===== src/hw/rtl/sync_length_frame_receiver_top_macros.svh =====
`ifndef SYNC_LENGTH_FRAME_RECEIVER_TOP_MACROS_SVH
`define SYNC_LENGTH_FRAME_RECEIVER_TOP_MACROS_SVH

// Same-cycle implication, sampled on clk, off during reset.
`define SLFR_ASSERT_NOW(label, ante, cons) \
    label: assert property (@(posedge clk) disable iff (!rst_n) (ante) |-> (cons)) \
        else $error("slfr assertion failed");

// Next-cycle implication, sampled on clk, off during reset.
`define SLFR_ASSERT_NEXT(label, ante, cons) \
    label: assert property (@(posedge clk) disable iff (!rst_n) (ante) |=> (cons)) \
        else $error("slfr assertion failed");

`endif


===== src/hw/rtl/slfr_pkg.sv =====
`timescale 1ns / 1ps

package slfr_pkg;

    localparam int MAX_PAYLOAD_DEF = 32;

    // Frame buffers and queued frame descriptors
    localparam int FIFO_DEPTH = 2;

    localparam int CFG_IDX_W  = 2;
    localparam int CFG_DATA_W = 8;

    localparam logic [CFG_IDX_W-1:0] CFG_SYNC_FIRST  = 2'd0;
    localparam logic [CFG_IDX_W-1:0] CFG_SYNC_SECOND = 2'd1;
    localparam logic [CFG_IDX_W-1:0] CFG_MAX_LENGTH  = 2'd2;

    localparam logic [7:0] SYNC_FIRST_RST  = 8'hAA;
    localparam logic [7:0] SYNC_SECOND_RST = 8'h55;
    localparam logic [5:0] MAX_LENGTH_RST  = 6'd19;

endpackage


===== src/hw/rtl/slfr_fifo.sv =====
`timescale 1ns / 1ps

module slfr_fifo #(
    parameter int WIDTH = 8,
    parameter int DEPTH = slfr_pkg::FIFO_DEPTH
) (
    input  logic             clk,
    input  logic             rst_n,
    input  logic             push,
    input  logic [WIDTH-1:0] push_data,
    input  logic             pop,
    output logic [WIDTH-1:0] head_data,
    output logic             empty,
    output logic             full
);

    localparam int PTR_W = (DEPTH > 1) ? $clog2(DEPTH) : 1;
    localparam int CNT_W = $clog2(DEPTH + 1);

    logic [WIDTH-1:0] entry_reg [DEPTH];
    logic [PTR_W-1:0] wr_ptr_reg;
    logic [PTR_W-1:0] rd_ptr_reg;
    logic [CNT_W-1:0] count_reg;
    logic [PTR_W-1:0] wr_ptr_next;
    logic [PTR_W-1:0] rd_ptr_next;
    logic [CNT_W-1:0] count_next;

    assign empty     = (count_reg == '0);
    assign full      = (count_reg == CNT_W'(DEPTH));
    assign head_data = entry_reg[rd_ptr_reg];

    always_comb
    begin
        wr_ptr_next = wr_ptr_reg;
        rd_ptr_next = rd_ptr_reg;
        count_next  = count_reg;
        if (push)
        begin
            wr_ptr_next = (wr_ptr_reg == PTR_W'(DEPTH - 1)) ? '0 : wr_ptr_reg + 1'b1;
        end
        if (pop)
        begin
            rd_ptr_next = (rd_ptr_reg == PTR_W'(DEPTH - 1)) ? '0 : rd_ptr_reg + 1'b1;
        end
        if (push && !pop)
        begin
            count_next = count_reg + 1'b1;
        end
        else if (pop && !push)
        begin
            count_next = count_reg - 1'b1;
        end
    end

    always_ff @(posedge clk or negedge rst_n)
    begin
        if (!rst_n)
        begin
            wr_ptr_reg <= '0;
            rd_ptr_reg <= '0;
            count_reg  <= '0;
        end
        else
        begin
            wr_ptr_reg <= wr_ptr_next;
            rd_ptr_reg <= rd_ptr_next;
            count_reg  <= count_next;
        end
    end

    always_ff @(posedge clk)
    begin
        if (push)
        begin
            entry_reg[wr_ptr_reg] <= push_data;
        end
    end

endmodule


===== src/hw/rtl/slfr_front.sv =====
`timescale 1ns / 1ps

module slfr_front #(
    parameter int MAX_PAYLOAD = slfr_pkg::MAX_PAYLOAD_DEF,
    parameter int IDX_W = $clog2(MAX_PAYLOAD),
    parameter int LEN_W = $clog2(MAX_PAYLOAD + 1)
) (
    input  logic                             clk,
    input  logic                             rst_n,
    input  logic                             cfg_write,
    input  logic [slfr_pkg::CFG_IDX_W-1:0]   cfg_index,
    input  logic [slfr_pkg::CFG_DATA_W-1:0]  cfg_data,
    input  logic                             in_valid,
    output logic                             in_ready,
    input  logic [7:0]                       rx_byte,
    input  logic                             q_full,
    output logic                             wr_en,
    output logic [IDX_W:0]                   wr_addr,
    output logic [7:0]                       wr_data,
    output logic                             q_push,
    output logic [LEN_W:0]                   q_push_data
);

    typedef enum logic [1:0] {
        PH_SYNC1,
        PH_SYNC2,
        PH_LEN,
        PH_DATA
    } phase_t;

    phase_t           phase_reg;
    phase_t           phase_next;
    logic [IDX_W-1:0] count_reg;
    logic [IDX_W-1:0] count_next;
    logic [LEN_W-1:0] len_reg;
    logic [LEN_W-1:0] len_next;
    logic             bank_reg;
    logic             bank_next;
    logic [7:0]       sync_first_reg;
    logic [7:0]       sync_second_reg;
    logic [5:0]       max_length_reg;

    logic             accept;
    logic             len_ok;
    logic             frame_done;

    assign in_ready   = !((phase_reg == PH_DATA) && q_full);
    assign accept     = in_valid && in_ready;
    assign len_ok     = (rx_byte != 8'd0)
                        && (rx_byte <= {2'b00, max_length_reg})
                        && (rx_byte <= 8'(MAX_PAYLOAD));
    assign frame_done = (LEN_W'(count_reg) + 1'b1 == len_reg);

    assign wr_en       = accept && (phase_reg == PH_DATA);
    assign wr_addr     = {bank_reg, count_reg};
    assign wr_data     = rx_byte;
    assign q_push      = wr_en && frame_done;
    assign q_push_data = {bank_reg, len_reg};

    always_comb
    begin
        phase_next = phase_reg;
        count_next = count_reg;
        len_next   = len_reg;
        bank_next  = bank_reg;
        if (accept)
        begin
            unique case (phase_reg)
                PH_SYNC1:
                begin
                    if (rx_byte == sync_first_reg)
                    begin
                        phase_next = PH_SYNC2;
                    end
                end
                PH_SYNC2:
                begin
                    if (rx_byte == sync_second_reg)
                    begin
                        phase_next = PH_LEN;
                    end
                    else if (rx_byte != sync_first_reg)
                    begin
                        phase_next = PH_SYNC1;
                    end
                end
                PH_LEN:
                begin
                    if (len_ok)
                    begin
                        phase_next = PH_DATA;
                        count_next = '0;
                        len_next   = LEN_W'(rx_byte);
                    end
                    else
                    begin
                        phase_next = PH_SYNC1;
                    end
                end
                PH_DATA:
                begin
                    if (frame_done)
                    begin
                        phase_next = PH_SYNC1;
                        bank_next  = !bank_reg;
                    end
                    else
                    begin
                        count_next = count_reg + 1'b1;
                    end
                end
                default:
                begin
                    phase_next = PH_SYNC1;
                end
            endcase
        end
    end

    always_ff @(posedge clk or negedge rst_n)
    begin
        if (!rst_n)
        begin
            phase_reg       <= PH_SYNC1;
            count_reg       <= '0;
            len_reg         <= '0;
            bank_reg        <= 1'b0;
            sync_first_reg  <= slfr_pkg::SYNC_FIRST_RST;
            sync_second_reg <= slfr_pkg::SYNC_SECOND_RST;
            max_length_reg  <= slfr_pkg::MAX_LENGTH_RST;
        end
        else
        begin
            phase_reg <= phase_next;
            count_reg <= count_next;
            len_reg   <= len_next;
            bank_reg  <= bank_next;
            if (cfg_write)
            begin
                unique case (cfg_index)
                    slfr_pkg::CFG_SYNC_FIRST:  sync_first_reg  <= cfg_data;
                    slfr_pkg::CFG_SYNC_SECOND: sync_second_reg <= cfg_data;
                    slfr_pkg::CFG_MAX_LENGTH:  max_length_reg  <= cfg_data[5:0];
                    default:
                    begin
                    end
                endcase
            end
        end
    end

endmodule


===== src/hw/rtl/slfr_back.sv =====
`timescale 1ns / 1ps

module slfr_back #(
    parameter int MAX_PAYLOAD = slfr_pkg::MAX_PAYLOAD_DEF,
    parameter int IDX_W = $clog2(MAX_PAYLOAD),
    parameter int LEN_W = $clog2(MAX_PAYLOAD + 1)
) (
    input  logic             clk,
    input  logic             rst_n,
    input  logic             wr_en,
    input  logic [IDX_W:0]   wr_addr,
    input  logic [7:0]       wr_data,
    input  logic             q_empty,
    input  logic [LEN_W:0]   q_head,
    output logic             q_pop,
    output logic             out_valid,
    input  logic             out_ready,
    output logic [7:0]       payload_byte,
    output logic [4:0]       byte_index,
    output logic [5:0]       frame_length,
    output logic             last_byte
);

    localparam int MEM_DEPTH = 2 ** (IDX_W + 1);

    // Two frame banks, selected by the top address bit
    logic [7:0]       store_reg [MEM_DEPTH];
    logic [7:0]       rd_data_reg;

    logic [IDX_W-1:0] rd_idx_reg;
    logic             s1_valid_reg;
    logic [IDX_W-1:0] s1_idx_reg;
    logic [LEN_W-1:0] s1_len_reg;
    logic             s1_last_reg;
    logic             out_valid_reg;
    logic [7:0]       out_byte_reg;
    logic [4:0]       out_idx_reg;
    logic [5:0]       out_len_reg;
    logic             out_last_reg;

    logic             head_bank;
    logic [LEN_W-1:0] head_len;
    logic             adv;
    logic             s1_go;
    logic             issue;
    logic             rd_last;

    assign head_bank = q_head[LEN_W];
    assign head_len  = q_head[LEN_W-1:0];
    assign adv       = !out_valid_reg || out_ready;
    assign s1_go     = s1_valid_reg && adv;
    assign issue     = !q_empty && (!s1_valid_reg || adv);
    assign rd_last   = (LEN_W'(rd_idx_reg) + 1'b1 == head_len);
    assign q_pop     = issue && rd_last;

    assign out_valid    = out_valid_reg;
    assign payload_byte = out_byte_reg;
    assign byte_index   = out_idx_reg;
    assign frame_length = out_len_reg;
    assign last_byte    = out_last_reg;

    always_ff @(posedge clk)
    begin
        if (wr_en)
        begin
            store_reg[wr_addr] <= wr_data;
        end
    end

    always_ff @(posedge clk)
    begin
        if (issue)
        begin
            rd_data_reg <= store_reg[{head_bank, rd_idx_reg}];
            s1_idx_reg  <= rd_idx_reg;
            s1_len_reg  <= head_len;
            s1_last_reg <= rd_last;
        end
        if (s1_go)
        begin
            out_byte_reg <= rd_data_reg;
            out_idx_reg  <= 5'(s1_idx_reg);
            out_len_reg  <= 6'(s1_len_reg);
            out_last_reg <= s1_last_reg;
        end
    end

    always_ff @(posedge clk or negedge rst_n)
    begin
        if (!rst_n)
        begin
            rd_idx_reg    <= '0;
            s1_valid_reg  <= 1'b0;
            out_valid_reg <= 1'b0;
        end
        else
        begin
            if (issue)
            begin
                s1_valid_reg <= 1'b1;
                rd_idx_reg   <= rd_last ? '0 : rd_idx_reg + 1'b1;
            end
            else if (s1_go)
            begin
                s1_valid_reg <= 1'b0;
            end
            if (s1_go)
            begin
                out_valid_reg <= 1'b1;
            end
            else if (out_ready)
            begin
                out_valid_reg <= 1'b0;
            end
        end
    end

endmodule


===== src/hw/rtl/sync_length_frame_receiver_top.sv =====
`timescale 1ns / 1ps

// Channel   Handshake              Payload
// in        in_valid / in_ready    rx_byte
// out       out_valid / out_ready  payload_byte, byte_index, frame_length, last_byte
// cfg       cfg_write              cfg_index, cfg_data
//
// One byte per cycle in while in_ready is high. A frame leaves byte by byte once its
// last payload byte is taken: frame store write, memory read register, output register.
// Two frame banks: in_ready drops in the payload phase only while two finished frames
// are queued and not yet read from the store. Reset restores the config defaults; no clearing pass.

module sync_length_frame_receiver_top #(
    parameter int MAX_PAYLOAD = slfr_pkg::MAX_PAYLOAD_DEF
) (
    input  logic                             clk,
    input  logic                             rst_n,
    input  logic                             cfg_write,
    input  logic [slfr_pkg::CFG_IDX_W-1:0]   cfg_index,
    input  logic [slfr_pkg::CFG_DATA_W-1:0]  cfg_data,
    input  logic                             in_valid,
    output logic                             in_ready,
    input  logic [7:0]                       rx_byte,
    output logic                             out_valid,
    input  logic                             out_ready,
    output logic [7:0]                       payload_byte,
    output logic [4:0]                       byte_index,
    output logic [5:0]                       frame_length,
    output logic                             last_byte
);

    localparam int IDX_W = $clog2(MAX_PAYLOAD);
    localparam int LEN_W = $clog2(MAX_PAYLOAD + 1);

    logic             wr_en;
    logic [IDX_W:0]   wr_addr;
    logic [7:0]       wr_data;
    logic             q_push;
    logic [LEN_W:0]   q_push_data;
    logic             q_pop;
    logic [LEN_W:0]   q_head;
    logic             q_empty;
    logic             q_full;

    slfr_front #(
        .MAX_PAYLOAD(MAX_PAYLOAD),
        .IDX_W(IDX_W),
        .LEN_W(LEN_W)
    ) u_front (
        .clk(clk),
        .rst_n(rst_n),
        .cfg_write(cfg_write),
        .cfg_index(cfg_index),
        .cfg_data(cfg_data),
        .in_valid(in_valid),
        .in_ready(in_ready),
        .rx_byte(rx_byte),
        .q_full(q_full),
        .wr_en(wr_en),
        .wr_addr(wr_addr),
        .wr_data(wr_data),
        .q_push(q_push),
        .q_push_data(q_push_data)
    );

    slfr_fifo #(
        .WIDTH(LEN_W + 1),
        .DEPTH(slfr_pkg::FIFO_DEPTH)
    ) u_fifo (
        .clk(clk),
        .rst_n(rst_n),
        .push(q_push),
        .push_data(q_push_data),
        .pop(q_pop),
        .head_data(q_head),
        .empty(q_empty),
        .full(q_full)
    );

    slfr_back #(
        .MAX_PAYLOAD(MAX_PAYLOAD),
        .IDX_W(IDX_W),
        .LEN_W(LEN_W)
    ) u_back (
        .clk(clk),
        .rst_n(rst_n),
        .wr_en(wr_en),
        .wr_addr(wr_addr),
        .wr_data(wr_data),
        .q_empty(q_empty),
        .q_head(q_head),
        .q_pop(q_pop),
        .out_valid(out_valid),
        .out_ready(out_ready),
        .payload_byte(payload_byte),
        .byte_index(byte_index),
        .frame_length(frame_length),
        .last_byte(last_byte)
    );

`include "sync_length_frame_receiver_top_macros.svh"

    `SLFR_ASSERT_NOW(a_push_not_full, q_push, !q_full)
    `SLFR_ASSERT_NOW(a_stall_only_full, !in_ready, q_full)
    `SLFR_ASSERT_NOW(a_pop_not_empty, q_pop, !q_empty)
    `SLFR_ASSERT_NEXT(a_push_fills, q_push && !q_pop, !q_empty)

endmodule

===== config.mk =====
export PLATFORM = sky130hd
export DESIGN_NAME = sync_length_frame_receiver_top
export DESIGN_NICKNAME = d
export VERILOG_FILES = /design/src/hw/rtl/slfr_pkg.sv /design/src/hw/rtl/slfr_fifo.sv /design/src/hw/rtl/slfr_front.sv /design/src/hw/rtl/slfr_back.sv /design/src/hw/rtl/sync_length_frame_receiver_top.sv
export VERILOG_INCLUDE_DIRS = /design/src /design/src/hw/rtl
export SDC_FILE = /design/constraint.sdc
export NUM_CORES = 1
export LEC_CHECK = 0
export ABC_AREA = 1
export BUFFER_PORTS_ARGS = -buffer_cell sky130_fd_sc_hd__buf_4
export CORE_ASPECT_RATIO = 1.2
export CORE_MARGIN = 5
export CORE_UTILIZATION = 50
export DETAILED_ROUTE_END_ITERATION = 10
export PLACE_DENSITY = 0.66
export SETUP_SLACK_MARGIN = 0.15
export SLEW_MARGIN = 40
export SYNTH_ARGS = -nofsm -noshare
export SYNTH_HDL_FRONTEND = slang
export SYNTH_HIERARCHICAL = 1
export SYNTH_SLANG_ARGS = --single-unit

===== constraint.sdc =====
create_clock -name clk -period 7.5 [get_ports clk]
set_clock_uncertainty 0.2 [all_clocks]
set_input_delay 1.125 -clock clk [delete_from_list [all_inputs] [get_ports clk]]
set_output_delay 1.125 -clock clk [all_outputs]
set_load 0.02 [all_outputs]

==> results.json, run 1 <==
{
  "status": "finished, final reports clean",
  "slew_headroom_pct": 41.3,
  "hold_depth": 0,
  "vdd.ir_drop.worst_uv": 175,
  "p_per_area_nw_per_um2": 248,
  "postCtsHoldBufs": 0,
  "yosys-top-cells-area": "edfxtp_1 (66%), nand2_1 (11%), nand3_1 (8.8%)",
  "synth_top_area_share_pct": 65.5,
  "ys_ff_latch": 613,
  "synth.mux.area_fraction_pct": 0.405,
  "p_switching_mw": 1.36,
  "setup_viol_count_final": 0,
  "die_w_um": 218,
  "internal_power_mw": 5.74,
  "synth_top_family_by_area": "simple AND/OR/NAND/NOR gates",
  "drt_iter0_markers": 1535,
  "grt_max_degree": 135,
  "dp_hpwl_um": 36000,
  "grt_pass1_wl_um": 94300,
  "cts-htree-levels": 2,
  "synthSimpleGateAreaFrac_pct": 22.5,
  "std_cell_rows": 91,
  "routabilityCongestion": 0.873,
  "hold_viol": 0,
  "clockBufferDepth": 3,
  "synth_area_sq_um": 25900,
  "ios": 45,
  "clockRootBuffer": "clkbuf_16",
  "finalPower_mw": 7.10,
  "detail-route-antenna-nets": 0,
  "wire_per_inst_um": 20.3,
  "tightest_slew_ps": 878,
  "antenna_found_initial": 0,
  "stdcell_area_sq_um": 28600,
  "synth_compound_area_share_pct": 0.912,
  "synth_top_area_cell": "edfxtp_1",
  "swShare_pct": 19.1,
  "ys_warn_count": 6,
  "ctsResizeCount": 0,
  "portBuffers": 44,
  "path_max_fanout": 10,
  "drv_cap": 0,
  "leakagePower_nw": 10.6,
  "areaGrowthSynthToFinish_pct": 10.4,
  "first_global_vias": 16455,
  "place_inst": 2924,
  "setup_tns_ps": 0,
  "largest_register_ffs": 512,
  "drt_wl_total_um": 61700,
  "viasPerCell": 5.49,
  "fin_ws_ps": 3770,
  "max_freq_mhz": 268,
  "worstHoldPathType": "register to register",
  "overflow": 0,
  "pwr-share-seq_pct": 53.1,
  "die_y_um": 259,
  "critPathLaunch": "u_front/phase_reg[1]",
  "clk_pin_slew_ps": 60,
  "hp-start": "u_back/s1_len_reg[4]",
  "placeableCoreArea_sq_um": 51400,
  "numCtsBuffers": 59,
  "grtUsageTotal_pct": 21.7,
  "synth_edf_count": 566,
  "critical_path_required_ps": 7540,
  "syn_avg_cell_area_sq_um": 11.3,
  "clkPwrFrac_pct": 44.8,
  "cp-end-kind": "register",
  "drc": 0,
  "yosysMostFrequentCell": "nand2_1",
  "vias": 16677,
  "synth_flop_cell": "edfxtp_1",
  "period_minus_slack_ps": 3730,
  "drive_gt1_share_pct": 8.98,
  "r2r_start": "u_front/phase_reg[1]",
  "cts_sinks": 613,
  "synthCells": 2294,
  "cp_data_arrival_time_ps": 3760,
  "async_reset_ff_share_pct": 7.67,
  "start_util_pct": 50.5,
  "synth_fp_nets": 2326,
  "rsz0062_at_grt": "false",
  "ys_seq_area_share_pct": 70.1,
  "fin_nets": 2320,
  "synthDistinctLibCells": 37,
  "synth_fa_ha_area_share_pct": 0.434,
  "cts_tree": "yes",
  "ff2ff_path_depth": 7,
  "insertion_delay_ps": 610,
  "placedInstanceArea_sq_um": 26500,
  "p_comb_share_pct": 2.1,
  "firstDrtPassIters": 5,
  "die-area_sq_um": 56500,
  "synth_xor_area_share_pct": 0.676,
  "place_ws_ps": 3440,
  "post-route-period-util_pct": 49.7,
  "crit_type": "register to register",
  "layout.cells.non_filler": 3035,
  "post_cts_buffers": 0,
  "worst_setup_path_start_kind": "register",
  "slew_violations": 0,
  "antennaDiodeCount": 0,
  "synthTopCellsByCount": "nand2_1 (760), edfxtp_1 (566), nand3_1 (456)"
}
## final cells by class
type / instances / area, sq um
tap: 697 / 872
clock inverter: 33 / 463
timing repair buffer: 66 / 557
fill: 4235 / 22700
inverter: 110 / 425
sequential: 613 / 18200
multi-input combinational: 1438 / 6480
clock buffer: 78 / 1640
## layer usage
layer  vias to the layer above  GRT usage (%)  part of all wire [%]
met4                         0           8.53                   3.8
met5                         -              0                     0
met3                       128           2.71                   6.5
met2                       599           36.8                    49
li1                       7863              -                     -
met1                      8087           28.9                    40
## path summary, 6_finish.rpt
kind,slack (ps),endpoint
max,3770,u_back/store_reg[23][0]
max reg2reg,3770,u_back/store_reg[23][0]
max in group asynchronous,6310,u_back/rd_idx_reg[0]
min,220,u_back/frame_length[4]
min in group asynchronous,320,u_back/out_valid
min reg2reg,220,u_back/frame_length[4]
## critical path, stage by stage (launching register included)
cell and delay, ps:
dfrtp_1 440, nand2_2 160, inv_2 70, nand2_1 100, nand2_2 100, nor2_1 580, nand4_1 830, nor2_1 860
## cells in the final DEF (no fill, tap or decap), drive strengths merged
cell type  count
a211oi         1
a21oi          7
buf           66
bufinv        12
clkbuf        78
clkinv        22
dfrtp         36
dfstp         11
edfxtp       566
ha             9
inv          109
mux2           7
nand2        765
nand3        457
nand3b         4
nand4         19
nor2          94
nor4           8
o211ai         5
o21ai         29
or2           13
xnor2         14
xor2           6
## cells by family (layout without fill, tap and decap cells)
family	after synthesis	count (layout)
adders and majority gates	9	9
AOI/OAI and AO/OA	42	42
muxes	7	7
buffers and inverters	243	287
xor gates and xnor gates	20	20
DFF	613	613
and+or+nand+nor	1360	1360
## through the flow
| stage | util, % | hold slack, ps |
|---|---|---|
| floorplan | - | 200 |
| global placement | 51.5 | 208 |
| detailed placement | 51.6 | 205 |
| CTS | 55.7 | 219 |
| global route | 55.8 | 229 |
| finish | 55.8 | 218 |
## power groups by stage
stage,Clock [mW],Sequential (mW),Combinational (mW)
global placement,0,3.84,0.147
global route,3.38,3.77,0.169
finish,3.18,3.77,0.150
floorplan,0,3.84,0.0855
detailed placement,0,3.84,0.152
CTS,3.23,3.77,0.154
Note: power is estimated with default switching activity, not from simulation.
==> run 2, diff against run 1 <==
==> constraint.sdc (replaced) <==
create_clock -name clk -period 3.55 [get_ports clk]
set_clock_uncertainty 0.2 [all_clocks]
set_input_delay 0.5325 -clock clk [delete_from_list [all_inputs] [get_ports clk]]
set_output_delay 0.5325 -clock clk [all_outputs]
set_load 0.02 [all_outputs]
==> run 2 against run 1 <==
Net effect: die area is the same; setup slack got worse by 3200 ps; clock power up 98%; combinational power is 130% higher; largest power group unchanged; cell area grew 1.9%.
==> results.json, run 2 (synthesis gave the netlist of run 1 again) <==
{
  "placeableCoreArea_sq_um": 51400,
  "start_util_pct": 50.5,
  "busiest_layer": "met2",
  "die_y_um": 259,
  "areaGrowthSynthToFinish_pct": 12.6,
  "multiInputGateArea_sq_um": 6480,
  "routabilityCongestion": 0.889,
  "slew_violations": 0,
  "period_minus_slack_ps": 2950,
  "leakagePower_nw": 11.0,
  "cts_tree": "yes",
  "first_global_vias": 17196,
  "rsz0062_at_grt": "false",
  "ios": 45,
  "vias": 17250,
  "drt_wl_total_um": 64300,
  "fillers": 4210,
  "slew_headroom_pct": 46.6,
  "fin_nets": 2408,
  "ff2ff_path_depth": 13,
  "die-area_sq_um": 56500,
  "portBuffers": 44,
  "path_max_fanout": 8,
  "critical_path_required_ps": 3850,
  "wire_per_inst_um": 20.6,
  "cp_data_arrival_time_ps": 3250,
  "clockRootBuffer": "clkbuf_16",
  "clockBufferDepth": 3,
  "final_cell_mix": "nand2_1 (760), edfxtp_1 (566), nand3_1 (456)",
  "p_per_area_nw_per_um2": 501,
  "crit_end": "u_fifo/count_reg[1]",
  "cts-htree-levels": 2,
  "reg2reg_setup_slack_ps": 600,
  "overflow": 0,
  "viasPerCell": 5.53,
  "status": "finished, final reports clean",
  "drive_gt1_share_pct": 11.7,
  "grtUsageMet1_pct": 28.8,
  "largest_register_ffs": 512,
  "grtUsageTotal_pct": 22.6,
  "critPathLaunch": "u_fifo/rd_ptr_reg",
  "drc": 0,
  "grt_pass1_wl_um": 98200,
  "firstDrtPassIters": 6,
  "grt_max_degree": 137,
  "antennaDiodeCount": 0,
  "crit_type": "register to register",
  "worst_setup_path_start_kind": "register",
  "r2r_start": "u_fifo/rd_ptr_reg",
  "worstHoldPathType": "input pin to register",
  "post-route-period-util_pct": 83.0,
  "hold_viol": 0,
  "numCtsBuffers": 59,
  "layout_commonest_cell": "nand2_1",
  "grt_use_met2_pct": 38.2,
  "dp_hpwl_um": 37900,
  "tightest_slew_ps": 801,
  "drv_cap": 0,
  "cts_sinks": 613,
  "max_freq_mhz": 339,
  "insertion_delay_ps": 630,
  "setup_viol_count_final": 0,
  "cp-end-kind": "register",
  "clk_pin_slew_ps": 60,
  "antenna_found_initial": 0,
  "whs_ps": 40.8,
  "r2r-end": "u_fifo/count_reg[1]",
  "setup_tns_ps": 0,
  "detail-route-antenna-nets": 0,
  "met3_usage_pct": 3.51,
  "drt_iter0_markers": 1803,
  "seqCellArea_sq_um": 18200,
  "die_w_um": 218,
  "std_cell_rows": 91,
  "vdd.ir_drop.worst_uv": 432
}
-- run 2: per-stage QoR --
step / area (sq um) / instances / utilization [%] / power (mW) / setup WS, ps
2_1_floorplan: 25900 / 2294 / - / 8.29 / 531
3_3_place_gp: 27100 / 3005 / 52.8 / 8.44 / 625
3_5_place_dp: 27200 / 3005 / 52.9 / 8.46 / 623
4_1_cts: 29200 / 3117 / 56.8 / 14.7 / 611
5_1_grt: 29200 / 3117 / 56.8 / 15.1 / 402
6_report: 29200 / 3117 / 56.8 / 14.6 / 604
-- run 2: cell type report --
type / instances / area share, %
clock buffer: 75 / 5.59
tap: 697 / 2.99
timing repair buffer: 154 / 4.38
inverter: 110 / 1.44
sequential: 613 / 62.3
clock inverter: 30 / 1.08
multi-input combinational: 1438 / 22.2
-- run 2: layer usage --
metal  share of wire [%]  vias up
li1                    -     8031
met1                  38     8309
met2                  50      717
met3                 6.8      193
met4                 5.0        0
met5                   0        -
-- run 2: how the worst min path moves through the flow --
stage	from	to	slack, ps	cells past startpoint
3_5_place_dp	u_back/rd_data_reg[6]	u_back/payload_byte[6]	210	0
6_report	cfg_data[3]	u_front/sync_first_reg[3]	40	3
5_1_grt	cfg_data[1]	u_front/sync_first_reg[1]	30	3
3_3_place_gp	u_back/rd_data_reg[6]	u_back/payload_byte[6]	200	0
4_1_cts	cfg_data[1]	u_front/max_length_reg[1]	10	3
2_1_floorplan	rst_n	u_back/out_valid	40	0
-- run 2: where the power goes --
group | switching (mW) | internal (mW)
logic | 0.243 | 0.0976
clock network | 2.64 | 3.66
registers | 0.0349 | 7.94
-- run 2: what timing repair did --
| action | in CTS | in global routing |
|---|---|---|
| hold buffers | 7 | 0 |
| resized for setup | 0 | 0 |
| hold endpoints to repair | 43 | 0 |
| setup buffers | 0 | 0 |
-- run 2: critical path: stages, from the launching register on --
cell	delay, ps
dfrtp_1	600
mux2_4	350
or2_2	290
a21oi_1	120
nand3_1	80
nor2_1	140
nand3b_2	170
nor2_1	200
inv_1	90
ha_1	310
inv_1	80
nand3_1	100
nand2_1	70
nand2_1	40
==> run 3, diff against run 2 <==
==> constraint.sdc (replaced) <==
create_clock -name clk -period 2.9 [get_ports clk]
set_clock_uncertainty 0.2 [all_clocks]
set_input_delay 0.435 -clock clk [delete_from_list [all_inputs] [get_ports clk]]
set_output_delay 0.435 -clock clk [all_outputs]
set_load 0.02 [all_outputs]
==> run 3 against run 2 <==
Net effect: sequential share of layout area decreased by 0.29 points; core utilization grew 0.26 points; routed wire length decreased by 5.2%; clock power increased by 14%; register-to-register slack worse by 300 ps; critical path depth decreased by 3; flip-flop and latch count did not move; final cell count grew 0.87%.
==> results.json, run 3 (synthesis gave the netlist of run 1 again) <==
{
  "status": "finished, final reports clean",
  "cts-htree-levels": 2,
  "antenna_found_initial": 0,
  "std_cell_rows": 91,
  "firstDrtPassIters": 6,
  "antennaDiodeCount": 0,
  "placeableCoreArea_sq_um": 51400,
  "first_global_vias": 16470,
  "layout_commonest_cell": "nand2_1",
  "vias": 16872,
  "crit_type": "register to register",
  "post-route-period-util_pct": 89.5,
  "setup_tns_ps": 0,
  "setup_viol_count_final": 0,
  "die-area_sq_um": 56500,
  "cts_tree": "yes",
  "p_per_area_nw_per_um2": 592,
  "grt_max_degree": 88,
  "cp-end-kind": "register",
  "ff2ff_path_depth": 10,
  "routabilityCongestion": 0.853,
  "drt_iter0_markers": 1556,
  "slew_headroom_pct": 43.5,
  "final_cell_mix": "nand2_1 (760), edfxtp_1 (566), nand3_1 (456)",
  "grt_pass1_wl_um": 94500,
  "cts_sinks": 613,
  "largest_register_ffs": 512,
  "tightest_slew_ps": 847,
  "fin_nets": 2432,
  "r2r-end": "u_back/rd_data_reg[7]",
  "stdcell_area_sq_um": 29300,
  "reg2reg_setup_slack_ps": 300,
  "drc": 0,
  "ios": 45,
  "hp-start": "in_valid",
  "dp_hpwl_um": 36300,
  "die_w_um": 218,
  "insertion_delay_ps": 610,
  "portBuffers": 44,
  "overflow": 0,
  "start_util_pct": 50.5,
  "areaGrowthSynthToFinish_pct": 13.1,
  "clockRootBuffer": "clkbuf_16",
  "cp_data_arrival_time_ps": 2770,
  "placedInstanceArea_sq_um": 27300,
  "hold_end": "u_front/count_reg[4]",
  "clockBufferDepth": 3,
  "vdd.ir_drop.worst_uv": 459,
  "die_y_um": 259,
  "numCtsBuffers": 57,
  "max_freq_mhz": 385,
  "rsz0062_at_grt": "false",
  "hold_viol": 0,
  "r2r_start": "u_back/rd_idx_reg[0]",
  "slew_violations": 0,
  "grtUsageTotal_pct": 21.6,
  "leakagePower_nw": 11.1,
  "period_minus_slack_ps": 2600,
  "clk_pin_slew_ps": 60,
  "critical_path_required_ps": 3070,
  "worst_setup_path_start_kind": "register",
  "path_max_fanout": 64,
  "viasPerCell": 5.37,
  "post_cts_buffers": 0,
  "drive_gt1_share_pct": 12.0,
  "drt_wl_total_um": 60900,
  "worstHoldPathType": "input pin to register",
  "wire_per_inst_um": 19.4,
  "detail-route-antenna-nets": 0,
  "hold_depth": 5,
  "drv_cap": 0
}
## run 3: stage by stage
| stage | total power, mW | std cells | hold slack (ps) | worst slack [ps] | utilization, % |
|---|---|---|---|---|---|
| after floorplan | 10.2 | 2294 | -60.6 | -119 | - |
| after global placement | 10.3 | 3021 | 206 | 208 | 53.2 |
| after detailed placement | 10.3 | 3021 | 205 | 245 | 53.2 |
| after CTS | 17.5 | 3142 | 38.0 | 212 | 57.0 |
| after global routing | 17.9 | 3144 | 80.4 | 138 | 57.1 |
| final | 17.4 | 3144 | 73.8 | 304 | 57.1 |
## run 3: worst max path at each step
stage                                    start                 endpoint  slack (ps)  depth (start not counted)
final                     u_back/rd_idx_reg[0]    u_back/rd_data_reg[7]         300                         10
after CTS                 u_back/rd_idx_reg[0]      u_fifo/count_reg[1]         210                         13
after floorplan           u_front/phase_reg[1]  u_back/store_reg[50][0]        -120                          8
after global routing      u_back/rd_idx_reg[0]      u_fifo/count_reg[1]         140                         13
after global placement    u_back/rd_idx_reg[0]      u_fifo/count_reg[1]         210                         13
after detailed placement  u_back/rd_idx_reg[0]      u_fifo/count_reg[1]         240                         13
## run 3: routing by layer
layer  up-vias  track usage (%)  wire length [um]
li1       8092                -                 -
met1      8071             27.5             23700
met2       608             37.9             31300
met3       101             3.28              3910
met4         0             7.14              2000
met5         -                0                 0
## run 3: worst max-delay path: stages (launching register included)
cell and delay, ps:
dfrtp_4 510, buf_12 210, inv_6 330, buf_4 320, nand2_1 80, nand3_1 70
nand3_1 140, nand3_1 170, nand3_1 150, nand3_1 100, nand2_1 50
## run 3: final cells by class
type | instances | area [sq um]
repair buffers | 180 | 1550
inverters | 110 | 420
fillers | 4170 | 22000
well taps | 697 | 872
multi-input cells | 1438 | 6490
clock inverters | 28 | 253
flip-flops and latches | 613 | 18200
clock buffers | 78 | 1540
## run 3: repair_timing
item                                    in CTS  in global routing
hold endpoints to repair                    65                  0
resized for setup                            0                  3
hold buffers                                15                  0
endpoints found under the setup margin       0                  1
## run 3: report_power, final
part | switching, mW | leakage (nW) | internal, mW
Combinational | 0.280 | 4.51 | 0.129
Clock | 3.11 | 0.864 | 4.08
Sequential | 0.0430 | 5.73 | 9.71
Total | 3.43 | 11.1 | 13.9
